==> src/sck_pkg.sv <==
// Shared types and constants of the six-channel Kalman smoother.
// No dependencies; used by sck_div and six_channel_kalman_smoother.
package sck_pkg;

    // Fixed-point format of variances and samples
    localparam int FRAC_BITS = 16;
    localparam logic [31:0] ONE_Q = 32'(64'(1) << FRAC_BITS);

    // Axis count and index width
    localparam int AXES   = 6;
    localparam int AXIS_W = $clog2(AXES);

    // Gain division: one quotient bit per cycle
    localparam int DIV_STEPS = 32;
    localparam int DIV_CNT_W = $clog2(DIV_STEPS);

    // Configuration register indexes
    typedef enum logic {
        REG_PROCESS_NOISE     = 1'b0,
        REG_MEASUREMENT_NOISE = 1'b1
    } cfg_index_t;

    // Sequencer states, one-hot
    typedef enum logic [8:0] {
        ST_IDLE = 9'b000000001,
        ST_PRED = 9'b000000010,
        ST_DIV  = 9'b000000100,
        ST_DIFF = 9'b000001000,
        ST_MUL  = 9'b000010000,
        ST_ACC  = 9'b000100000,
        ST_VMUL = 9'b001000000,
        ST_VUPD = 9'b010000000,
        ST_DONE = 9'b100000000
    } state_t;

    // Divider request and response
    typedef struct packed {
        logic        start;
        logic [31:0] numer;
        logic [32:0] denom;
    } div_req_t;

    typedef struct packed {
        logic        done;
        logic [31:0] quotient;
    } div_rsp_t;

endpackage

==> src/sck_div.sv <==
// Bit-serial restoring divider for the Kalman gain: floor(numer * 2^32 / denom).
// Depends on sck_pkg. Zero divisor gives zero; a full-scale quotient saturates.
module sck_div import sck_pkg::*; (
    input  logic     aclk,
    input  logic     aresetn,
    input  div_req_t req,
    output div_rsp_t rsp
);

    logic                 busy_reg;
    logic                 done_reg;
    logic [DIV_CNT_W-1:0] cnt_reg;
    logic [32:0]          rem_reg;
    logic [32:0]          den_reg;
    logic [31:0]          quo_reg;

    logic [33:0] trial;
    logic        fits;
    logic [33:0] diff;
    logic [32:0] rem_next;

    // One shift-compare-subtract step
    always_comb begin
        trial    = {rem_reg, 1'b0};
        fits     = trial >= {1'b0, den_reg};
        diff     = trial - {1'b0, den_reg};
        rem_next = fits ? diff[32:0] : trial[32:0];
    end

    // Control
    always_ff @(posedge aclk) begin
        if (!aresetn) begin
            busy_reg <= 1'b0;
            done_reg <= 1'b0;
            cnt_reg  <= '0;
        end else begin
            done_reg <= 1'b0;
            if (req.start) begin
                busy_reg <= 1'b1;
                cnt_reg  <= '0;
            end else if (busy_reg) begin
                cnt_reg <= cnt_reg + 1'b1;
                if (cnt_reg == DIV_CNT_W'(DIV_STEPS - 1)) begin
                    busy_reg <= 1'b0;
                    done_reg <= 1'b1;
                end
            end
        end
    end

    // Datapath
    always_ff @(posedge aclk) begin
        if (req.start) begin
            rem_reg <= {1'b0, req.numer};
            den_reg <= req.denom;
            quo_reg <= '0;
        end else if (busy_reg) begin
            rem_reg <= rem_next;
            quo_reg <= {quo_reg[30:0], fits};
        end
    end

    assign rsp.done     = done_reg;
    assign rsp.quotient = (den_reg == '0) ? '0 : quo_reg;

endmodule

==> src/six_channel_kalman_smoother.sv <==
// Top level of the six-channel Kalman smoother (identity model, shared variance).
// Depends on sck_pkg and sck_div.
//
//  channel   | handshake          | payload
//  ----------+--------------------+--------------------------------------
//  input     | s_valid / s_ready  | s_meas_{force,torque}_{x,y,z}, Q16.16
//  result    | m_valid / m_ready  | m_est_{force,torque}_{x,y,z}, Q16.16
//  config    | cfg_wr_en          | cfg_index, cfg_wdata (no read-back)
//
// After an input beat, m_valid rises once the block has formed p + q, run the
// bit-serial gain division, passed each axis through the one shared 32x32 multiplier,
// updated the variance and loaded the result register.
// s_ready is high only in idle; it returns as the result is loaded, so the
// next beat can enter while the previous result still waits for m_ready.
// Reset is synchronous: estimates clear, variance and noise registers go to 1.0.
module six_channel_kalman_smoother import sck_pkg::*; (
    input  logic        aclk,
    input  logic        aresetn,
    // configuration
    input  logic        cfg_wr_en,
    input  logic        cfg_index,
    input  logic [31:0] cfg_wdata,
    // input beat
    input  logic        s_valid,
    output logic        s_ready,
    input  logic [31:0] s_meas_force_x,
    input  logic [31:0] s_meas_force_y,
    input  logic [31:0] s_meas_force_z,
    input  logic [31:0] s_meas_torque_x,
    input  logic [31:0] s_meas_torque_y,
    input  logic [31:0] s_meas_torque_z,
    // result beat
    output logic        m_valid,
    input  logic        m_ready,
    output logic [31:0] m_est_force_x,
    output logic [31:0] m_est_force_y,
    output logic [31:0] m_est_force_z,
    output logic [31:0] m_est_torque_x,
    output logic [31:0] m_est_torque_y,
    output logic [31:0] m_est_torque_z
);

    state_t state_reg, state_next;
    logic   m_valid_reg, m_valid_next;

    logic [31:0]       q_reg;
    logic [31:0]       r_reg;
    logic [31:0]       p_reg;
    logic [31:0]       x_reg   [AXES];
    logic [31:0]       z_reg   [AXES];
    logic [31:0]       out_reg [AXES];
    logic [AXIS_W-1:0] idx_reg;
    logic [31:0]       pp_reg;
    logic [31:0]       gain_reg;
    logic [31:0]       mag_reg;
    logic              neg_reg;
    logic [63:0]       prod_reg;

    div_req_t div_req;
    div_rsp_t div_rsp;

    logic        in_beat;
    logic        load_out;
    logic [32:0] pp_sum;
    logic [31:0] pp_sat;
    logic [32:0] diff;
    logic [32:0] neg_diff;
    logic [31:0] mag_next;
    logic [63:0] mul_out;
    logic [32:0] dm;
    logic [33:0] delta;
    logic [33:0] sum;
    logic [31:0] x_next;
    logic [32:0] dec;
    logic [32:0] newp;
    logic [31:0] p_next;

    assign in_beat  = s_valid && s_ready;
    assign s_ready  = (state_reg == ST_IDLE);
    assign load_out = (state_reg == ST_DONE) && (!m_valid_reg || m_ready);

    // Predicted variance, saturated at full scale
    always_comb begin
        pp_sum = {1'b0, p_reg} + {1'b0, q_reg};
        pp_sat = pp_sum[32] ? '1 : pp_sum[31:0];
    end

    // Gain division request, issued in the predict cycle
    assign div_req.start = (state_reg == ST_PRED);
    assign div_req.numer = pp_sat;
    assign div_req.denom = {1'b0, pp_sat} + {1'b0, r_reg};

    sck_div u_div (
        .aclk    (aclk),
        .aresetn (aresetn),
        .req     (div_req),
        .rsp     (div_rsp)
    );

    // Innovation magnitude of the current axis
    always_comb begin
        diff     = {z_reg[idx_reg][31], z_reg[idx_reg]} - {x_reg[idx_reg][31], x_reg[idx_reg]};
        neg_diff = 33'd0 - diff;
        mag_next = diff[32] ? neg_diff[31:0] : diff[31:0];
    end

    // Shared multiplier: magnitude times gain, or variance times gain
    assign mul_out = 64'(mag_reg) * 64'(gain_reg);

    // Rounded correction, half away from zero, and saturated estimate
    always_comb begin
        dm    = {1'b0, prod_reg[63:32]} + 33'(prod_reg[31]);
        delta = neg_reg ? (34'd0 - {1'b0, dm}) : {1'b0, dm};
        sum   = {{2{x_reg[idx_reg][31]}}, x_reg[idx_reg]} + delta;
        if (sum[33:31] == 3'b000 || sum[33:31] == 3'b111) begin
            x_next = sum[31:0];
        end else if (sum[33]) begin
            x_next = 32'h8000_0000;
        end else begin
            x_next = 32'h7FFF_FFFF;
        end
    end

    // New variance: pp - ceil(gain * pp / 2^32), clamped to r
    always_comb begin
        dec    = {1'b0, prod_reg[63:32]} + 33'(|prod_reg[31:0]);
        newp   = {1'b0, pp_reg} - dec;
        p_next = (newp[31:0] > r_reg) ? r_reg : newp[31:0];
    end

    // Sequencer
    always_comb begin
        state_next = state_reg;
        case (state_reg)
            ST_IDLE: if (in_beat) state_next = ST_PRED;
            ST_PRED: state_next = ST_DIV;
            ST_DIV:  if (div_rsp.done) state_next = ST_DIFF;
            ST_DIFF: state_next = ST_MUL;
            ST_MUL:  state_next = ST_ACC;
            ST_ACC: begin
                if (idx_reg == AXIS_W'(AXES - 1)) begin
                    state_next = ST_VMUL;
                end else begin
                    state_next = ST_DIFF;
                end
            end
            ST_VMUL: state_next = ST_VUPD;
            ST_VUPD: state_next = ST_DONE;
            ST_DONE: if (load_out) state_next = ST_IDLE;
            default: state_next = ST_IDLE;
        endcase
    end

    // Result valid: set on load, cleared when taken
    always_comb begin
        m_valid_next = m_valid_reg;
        if (load_out) begin
            m_valid_next = 1'b1;
        end else if (m_ready) begin
            m_valid_next = 1'b0;
        end
    end

    // Control, filter state and configuration
    always_ff @(posedge aclk) begin
        if (!aresetn) begin
            state_reg   <= ST_IDLE;
            m_valid_reg <= 1'b0;
            idx_reg     <= '0;
            p_reg       <= ONE_Q;
            q_reg       <= ONE_Q;
            r_reg       <= ONE_Q;
            for (int i = 0; i < AXES; i++) begin
                x_reg[i] <= '0;
            end
        end else begin
            state_reg   <= state_next;
            m_valid_reg <= m_valid_next;
            if (cfg_wr_en) begin
                case (cfg_index)
                    REG_PROCESS_NOISE:     q_reg <= cfg_wdata;
                    REG_MEASUREMENT_NOISE: r_reg <= cfg_wdata;
                    default: ;
                endcase
            end
            if (in_beat) begin
                idx_reg <= '0;
            end
            if (state_reg == ST_ACC) begin
                x_reg[idx_reg] <= x_next;
                idx_reg        <= idx_reg + 1'b1;
            end
            if (state_reg == ST_VUPD) begin
                p_reg <= p_next;
            end
        end
    end

    // Datapath registers
    always_ff @(posedge aclk) begin
        if (in_beat) begin
            z_reg[0] <= s_meas_force_x;
            z_reg[1] <= s_meas_force_y;
            z_reg[2] <= s_meas_force_z;
            z_reg[3] <= s_meas_torque_x;
            z_reg[4] <= s_meas_torque_y;
            z_reg[5] <= s_meas_torque_z;
        end
        case (state_reg)
            ST_PRED: pp_reg <= pp_sat;
            ST_DIV:  gain_reg <= div_rsp.quotient;
            ST_DIFF: begin
                mag_reg <= mag_next;
                neg_reg <= diff[32];
            end
            ST_MUL:  prod_reg <= mul_out;
            ST_ACC:  mag_reg <= pp_reg;
            ST_VMUL: prod_reg <= mul_out;
            default: ;
        endcase
        if (load_out) begin
            for (int i = 0; i < AXES; i++) begin
                out_reg[i] <= x_reg[i];
            end
        end
    end

    assign m_valid        = m_valid_reg;
    assign m_est_force_x  = out_reg[0];
    assign m_est_force_y  = out_reg[1];
    assign m_est_force_z  = out_reg[2];
    assign m_est_torque_x = out_reg[3];
    assign m_est_torque_y = out_reg[4];
    assign m_est_torque_z = out_reg[5];

endmodule

==> config.mk <==
export PLATFORM = sky130hd
export DESIGN_NAME = six_channel_kalman_smoother
export DESIGN_NICKNAME = d
export VERILOG_FILES = /design/src/sck_pkg.sv /design/src/sck_div.sv /design/src/six_channel_kalman_smoother.sv
export SDC_FILE = /design/constraint.sdc
export NUM_CORES = 2
export LEC_CHECK = 0
export ABC_AREA = 0
export BUFFER_PORTS_ARGS = -buffer_cell sky130_fd_sc_hd__buf_4
export CORE_AREA = 2 2 477 479
export DETAILED_ROUTE_END_ITERATION = 12
export DIE_AREA = 0 0 479 481
export PLACE_DENSITY = 0.64
export SKIP_LAST_GASP = 1
export SYNTH_ARGS = -nofsm -noshare
export SYNTH_HDL_FRONTEND = slang
export SYNTH_SLANG_ARGS = --single-unit
==> constraint.sdc <==
create_clock -name aclk -period 12.5 [get_ports aclk]
set_input_delay 0.625 -clock aclk [delete_from_list [all_inputs] [get_ports aclk]]
set_output_delay 0.625 -clock aclk [all_outputs]
set_load 0.05 [all_outputs]
# Word level (Yosys, flattened, before mapping)
# Memories as Yosys holds them, arrays and structs flattened. A register that Yosys moved wholly into a read port is not among the register bits.
# Index checks and enable logic that the tools add are counted.
# Widths: inputs -> output; s select.
classes:
  addsub: 12
  n_reduce_logical: 19
  magnitude_cmp: 2
  bitwise: 3
  mul: 1
  mux: 38
  eq_ne: 15
ops:
  columns: ["operator", "n"]
  rows:
  - ["$mux 32", 8]
  - ["$pmux 9 s9", 1]
  - ["$add 32x32->33", 2]
  - ["$mul 32x32->64", 1]
  - ["$pmux 32 s2", 1]
  - ["$reduce_or 32->1", 2]
  - ["$add 34x34->34", 1]
  - ["$ge 34x33->1", 1]
  - ["$mux 34", 1]
  - ["$sub 1x33->34 const A", 1]
  - ["$add 32x1->33", 1]
  - ["$logic_not 33->1", 1]
  - ["$mux 33", 1]
  - ["$sub 32x32->33", 1]
  - ["$sub 33x33->33", 1]
  - ["$add 32x1->32", 1]
  - ["$gt 32x32->1", 1]
  - ["$sub 1x32->32 const A", 1]
  - ["$sub 32x32->32", 1]
  - ["$mux 9", 3]
  - ["$mux 3", 7]
  - ["$mux 1", 15]
  - ["$eq 9x1->1 const B", 1]
  - ["$eq 9x2->1 const B", 1]
  - ["other kinds (24)", 35]
totals:
  wordCells: 111
  mem_bits_rw: 576
  output_inout_bits: 194
  n_memories: 3
  inputBits: 230
  reg_bits: 375
mem_list:
  columns: ["memory", "depth", "word_bits", "rd", "rd_clocked_by_memory_dff", "wr", "line", "text"]
  rows:
  - ["out_reg", 6, 32, 6, 0, 6, "six_channel_kalman_smoother.sv:51", "logic [31:0] out_reg [AXES];"]
  - ["x_reg", 6, 32, 7, 1, 6, "six_channel_kalman_smoother.sv:49", "logic [31:0] x_reg [AXES];"]
  - ["z_reg", 6, 32, 1, 1, 6, "six_channel_kalman_smoother.sv:50", "logic [31:0] z_reg [AXES];"]

# Depth between registers and ports, before layout
logic_depth:
  word_depth: 8
  depth_mapped: 31
  depth_no_buf: 29

# Cells and area by module
# From an unflattened synthesis, not the netlist that was laid out.
hier_totals:
  hier_cells: 8081
  hier_area_um2: 85029.0
by_module_without_submodules:
  columns: ["mod", "instances", "area_each_um2", "seq_area_each_um2", "cells_each"]
  rows:
  - ["six_channel_kalman_smoother", 1, 78673.0, 26295.2, 7406]
  - ["sck_div", 1, 6356.1, 2752.6, 675]

# Worst setup path after synthesis
# Ideal clock, no wire load.
synth_timing:
  kind: "register to register"
  start: "register state_reg[4]"
  end: "memory out_reg[0][0], enable pin"
  path_buffers: 0
  arrival_time_ns: 9.386
  setup_time_ns: 0.767
  t_required_ns: 11.733
  period_less_slack_ns: 10.153
  slack_ns: 2.347
  path_stages_with_launch: 6
  path_cell_list: "dfxtp_1 nor2_1 nand2_1 nor4_1 nand3b_1 nor2b_1"
synth_lines:
  columns: ["item", "line", "text"]
  rows:
  - ["start: declaration", "six_channel_kalman_smoother.sv:43", "state_t state_reg, state_next;"]
  - ["start signal: assignment", "six_channel_kalman_smoother.sv:177", "state_reg <= state_next;"]
  - ["end: declaration", "six_channel_kalman_smoother.sv:51", null]

# Worst setup path in the final report
layout_timing:
  start: "register gain_reg[9]"
  end: "register prod_reg[62], data pin"
layout_between:
  elab_chain_len: 1
layout_lines:
  columns: ["item", "line", "text"]
  rows:
  - ["start: declaration", "six_channel_kalman_smoother.sv:54", "logic [31:0] gain_reg;"]
  - ["start signal: assignment", "six_channel_kalman_smoother.sv:211", "ST_DIV: gain_reg <= div_rsp.quotient;"]
  - ["$mul 32x32->64", "six_channel_kalman_smoother.sv:108", "assign mul_out = 64'(mag_reg) * 64'(gain_reg);"]
  - ["via mul_out[62]", "six_channel_kalman_smoother.sv:69", "logic [63:0] mul_out;"]
  - ["end signal: assignment", "six_channel_kalman_smoother.sv:216", "ST_MUL: prod_reg <= mul_out;"]
  - ["end signal: assignment", "six_channel_kalman_smoother.sv:218", "ST_VMUL: prod_reg <= mul_out;"]
  - ["end: declaration", "six_channel_kalman_smoother.sv:57", "logic [63:0] prod_reg;"]
# The timed path passes the listed nets, and every way through them passes these cells.
# A chain may end at the register's enable or synchronous reset.

==> metrics.md <==
| Metric | Value |
|---|---|
| Initial core utilization | `37.72%` |
| Routability cong. | `roughly 0.9` |
| Setup WS pre-CTS | `roughly 2.9 ns` |
| CP startpoint | `gain_reg[9]$_SDFFCE_PN0N_` |
| Worst r2r src | `gain_reg[9]$_SDFFCE_PN0N_` |
| # resized after CTS | `0` |
| CTS Root Buffer Type | `clkbuf_16` |
| Detail Placement HPWL | `200.2 mm` |
| # H-tree levels | `3` |
| Setup_tns | `0 ns` |
| Post-CTS setup buffer count | `0` |
| Max Cap Violations | `0` |
| Max reg flops | `256` |
| Worst IR drop on VDD | `0.5313 mV` |
| Slew headroom | `about 7%` |
| Residual DRC count | `0` |
| Sw Pwr | `just over 10 mW` |
| Post-synth top cells | `1128 x inv_1, 903 x fa_1, 866 x edfxtp_1` |
| Mux cell area share after synthesis | `around 3.9%` |
| Status | `finished, final reports clean` |
| Peak Freq | `approximately 100 MHz` |
| Worst min path class | `input port to register` |
| Ports | `424` |
| Compound-gate portion of the synthesized area | `9.536%` |
| TritonCTS Sinks | `1018` |
| Final Hold Viols | `0` |
| Die area | `around 0.23 sq mm` |
| Top FF cell, synth | `edfxtp_1` |
| Layout cells sized above 1 | `10.30%` |
| Area Overhead vs Synth | `14.23%` |
| Post-synth EDFFs | `866` |
| GRT Overall Usage | `between 20 and 25%` |
| Cell-internal power | `about 12 mW` |
| Most frequent cell after synthesis | `inv_1` |
| Count of cell types in the netlist | `87` |
| Largest net degree at the start of global routing | `between 150 and 200` |
| XOR/XNOR Fraction of Synth Area | `about 3.2%` |
| Iter 0 DRT Violations | `5131` |
| # nets final | `10.14k` |
| Async SR Flop Fraction | `0%` |
| Congestion Overflow GR | `0` |
| Min cycle time layout | `9.627 ns` |
| DIE HEIGHT | `481 um` |
| Synth area leaders | `edfxtp_1 31%, fa_1 21%, ha_1 7.7%, inv_1 5.0%, and2_1 4.6%` |
| PortBufs | `423` |
| Largest family of logic cells by synthesized area | `adder cells` |
| Comb power frac | `a little over three fifths` |
| Post-route cell area | `0.09727 sq mm` |
| Final setup margin | `approximately 2.9 ns` |
| Post-Syn Area | `0.08516 sq mm` |
| Worst-Margin Slew | `1.395 ns` |
| Num rows | `around 180` |
| First-pass GRT wire length | `a little over 400 mm` |
| Post-DP Area | `0.09154 sq mm` |
| Sw frac | `46.09%` |
| Die width | `about 480 um` |
| LEAKAGE | `41.39 nW` |
| CP endpoint kind | `register` |
| Synth Net Count | `9693` |
| Power density over the cells | `230.5 mW/mm^2` |
| Synthesized instance count | `8035` |
| Simple-Gate Fraction of Synth Area | `13.62%` |
| Final slew viol count | `0` |
| Hold Crit Start | `cfg_wdata[16]` |
| Synth Register Bits | `roughly 1.0k` |
| Number of synthesis warnings | `0` |
| CTS tree | `built` |
| Syn avg cell area | `10.60 sq um` |
| RSZ-0062 raised after global routing | `no` |
| Clock Latency Late Sink | `0.81 ns` |
| Post-synth top area share | `30.54%` |
| Worst setup SP type | `register` |
| Worst-path fanout max | `19` |
| Clk pin slew, worst setup/hold paths | `0.06 ns` |
| Worst EP required | `roughly 13 ns` |
| Post-Synth Adder-Cell Area | `28.94%` |
| Antenna Violating Nets Remaining | `0` |
| Yosys top cell by area | `edfxtp_1` |
| Via density | `5.375` |
| Vias | `62.34k` |
| Inserted Clock Buffers | `between 100 and 150` |
| CP Class | `register to register` |
| Crit path DAT | `about 10 ns` |
| Initial antenna violation count | `10` |
| Register area share after synthesis | `around 34%` |
| Flop pwr share | `between 20% and 30%` |
| Vias in the first global route | `64.64k` |
| Core area | `0.2257 sq mm` |
| Final hold slack | `0.06056 ns` |
| WL/cell | `23.18 um` |
| Max Buffers Root-to-Sink | `3` |
| CTS Hold Bufs | `192` |
| Routed WL | `268.9 mm` |
| Endpoints failing setup | `0` |
| Fillers | `21.05k` |
| Final Skew | `0.09887 ns` |
| Clock share of power | `15.4%` |
| Drt first pass iters | `6` |
| Tcrit/Tclk final | `77.02%` |
worst paths after layout:
check / endpoint / cells after the start / slack, ns
worst max-delay path: prod_reg[62]$_DFFE_PP_ / 24 / 2.87
worst min-delay path: q_reg[16]$_SDFFE_PN1P_ / 3 / 0.06
worst max register to register: prod_reg[62]$_DFFE_PP_ / 24 / 2.87
worst min register to register: out_reg[2][15]$_DFFE_PP_ / 0 / 0.43
metal layers:
layer / GRT usage (%) / part of all wire [%]
met1: 30.24 / 41
met5: 0 / 0
met2: 39.50 / 49
met3: 3.510 / 7.0
met4: 7.232 / 3.3
power groups by stage:
| stage | clock network, mW | registers (mW) | logic, mW |
|---|---|---|---|
| global placement | 0 | 4.98 | 13.8 |
| floorplan | 0 | 5.05 | 9.45 |
| detailed placement | 0 | 4.99 | 13.8 |
| CTS | 3.51 | 4.92 | 14.0 |
| global route | 3.64 | 4.94 | 15.5 |
| finish | 3.45 | 4.92 | 14.1 |
kinds of logic after synthesis:
family / count (synthesis)
adder cells (fa/ha/maj): 1428
AND/OR/NAND/NOR: 2288
XOR/XNOR: 307
multiplexers: 208
flip-flops: 1018
AO/OA/AOI/OAI: 1271
buffers and inverters: 1515
worst max-delay path, cell delays in order, from the launching register on:
cell	delay [ns]
edfxtp_1	0.96
buf_4	0.41
and2_1	0.19
fa_1	0.45
fa_1	0.55
inv_1	0.06
fa_1	0.45
fa_1	0.55
inv_1	0.06
fa_1	0.56
fa_1	0.44
fa_1	0.51
fa_1	0.41
ha_1	0.38
a21oi_1	0.17
o21ai_0	0.17
a21o_1	0.22
a2111oi_0	0.60
o21bai_1	0.35
o2111ai_1	0.40
a31oi_1	0.17
a211oi_1	0.68
o31ai_1	0.26
mux2i_1	0.20
o2111ai_1	0.14
cell usage in the layout (no fill, tap or decap), types with 43 or more instances in the layout:
cell type	count
clkbuf_16	110
inv_1	1126
ha_1	525
and2_1	627
xor2_1	99
nor3_1	72
o211ai_1	43
o21ai_0	185
buf_4	527
nand2b_1	56
a21oi_1	430
dlygate4sd3_1	192
mux2i_1	109
nor2b_1	71
dfxtp_1	148
mux4_2	96
nor2_1	333
a211oi_1	50
o21a_1	211
edfxtp_1	866
nand2_1	787
a21o_1	128
fa_1	903
nand3_1	92
xnor2_1	208
stage by stage:
step / power, mW / util, % / std cells
after global routing: 24.08 / 43.08 / 11590
after floorplan: 14.50 / - / 8035
after CTS: 22.45 / 43.08 / 11590
final: 22.42 / 43.09 / 11600
after detailed placement: 18.77 / 40.55 / 11190
after global placement: 18.76 / 40.55 / 11190
final cells by class:
| cell class | instances | area [sq um] | area share, % |
|---|---|---|---|
| Timing Repair Buffer | 720 | 5898 | 6.063 |
| Tap cell | 3009 | 3765 | 3.870 |
| Inverter | 1131 | 4257 | 4.376 |
| Antenna cell | 10 | 25.02 | 0.02573 |
| Clock buffer | 130 | 2828 | 2.907 |
| Multi-Input combinational cell | 5502 | 50480 | 51.90 |
| Clock inverter | 78 | 957.2 | 0.9840 |
| Sequential cell | 1018 | 29060 | 29.87 |
No activity file was read; power rests on OpenSTA's default activity.
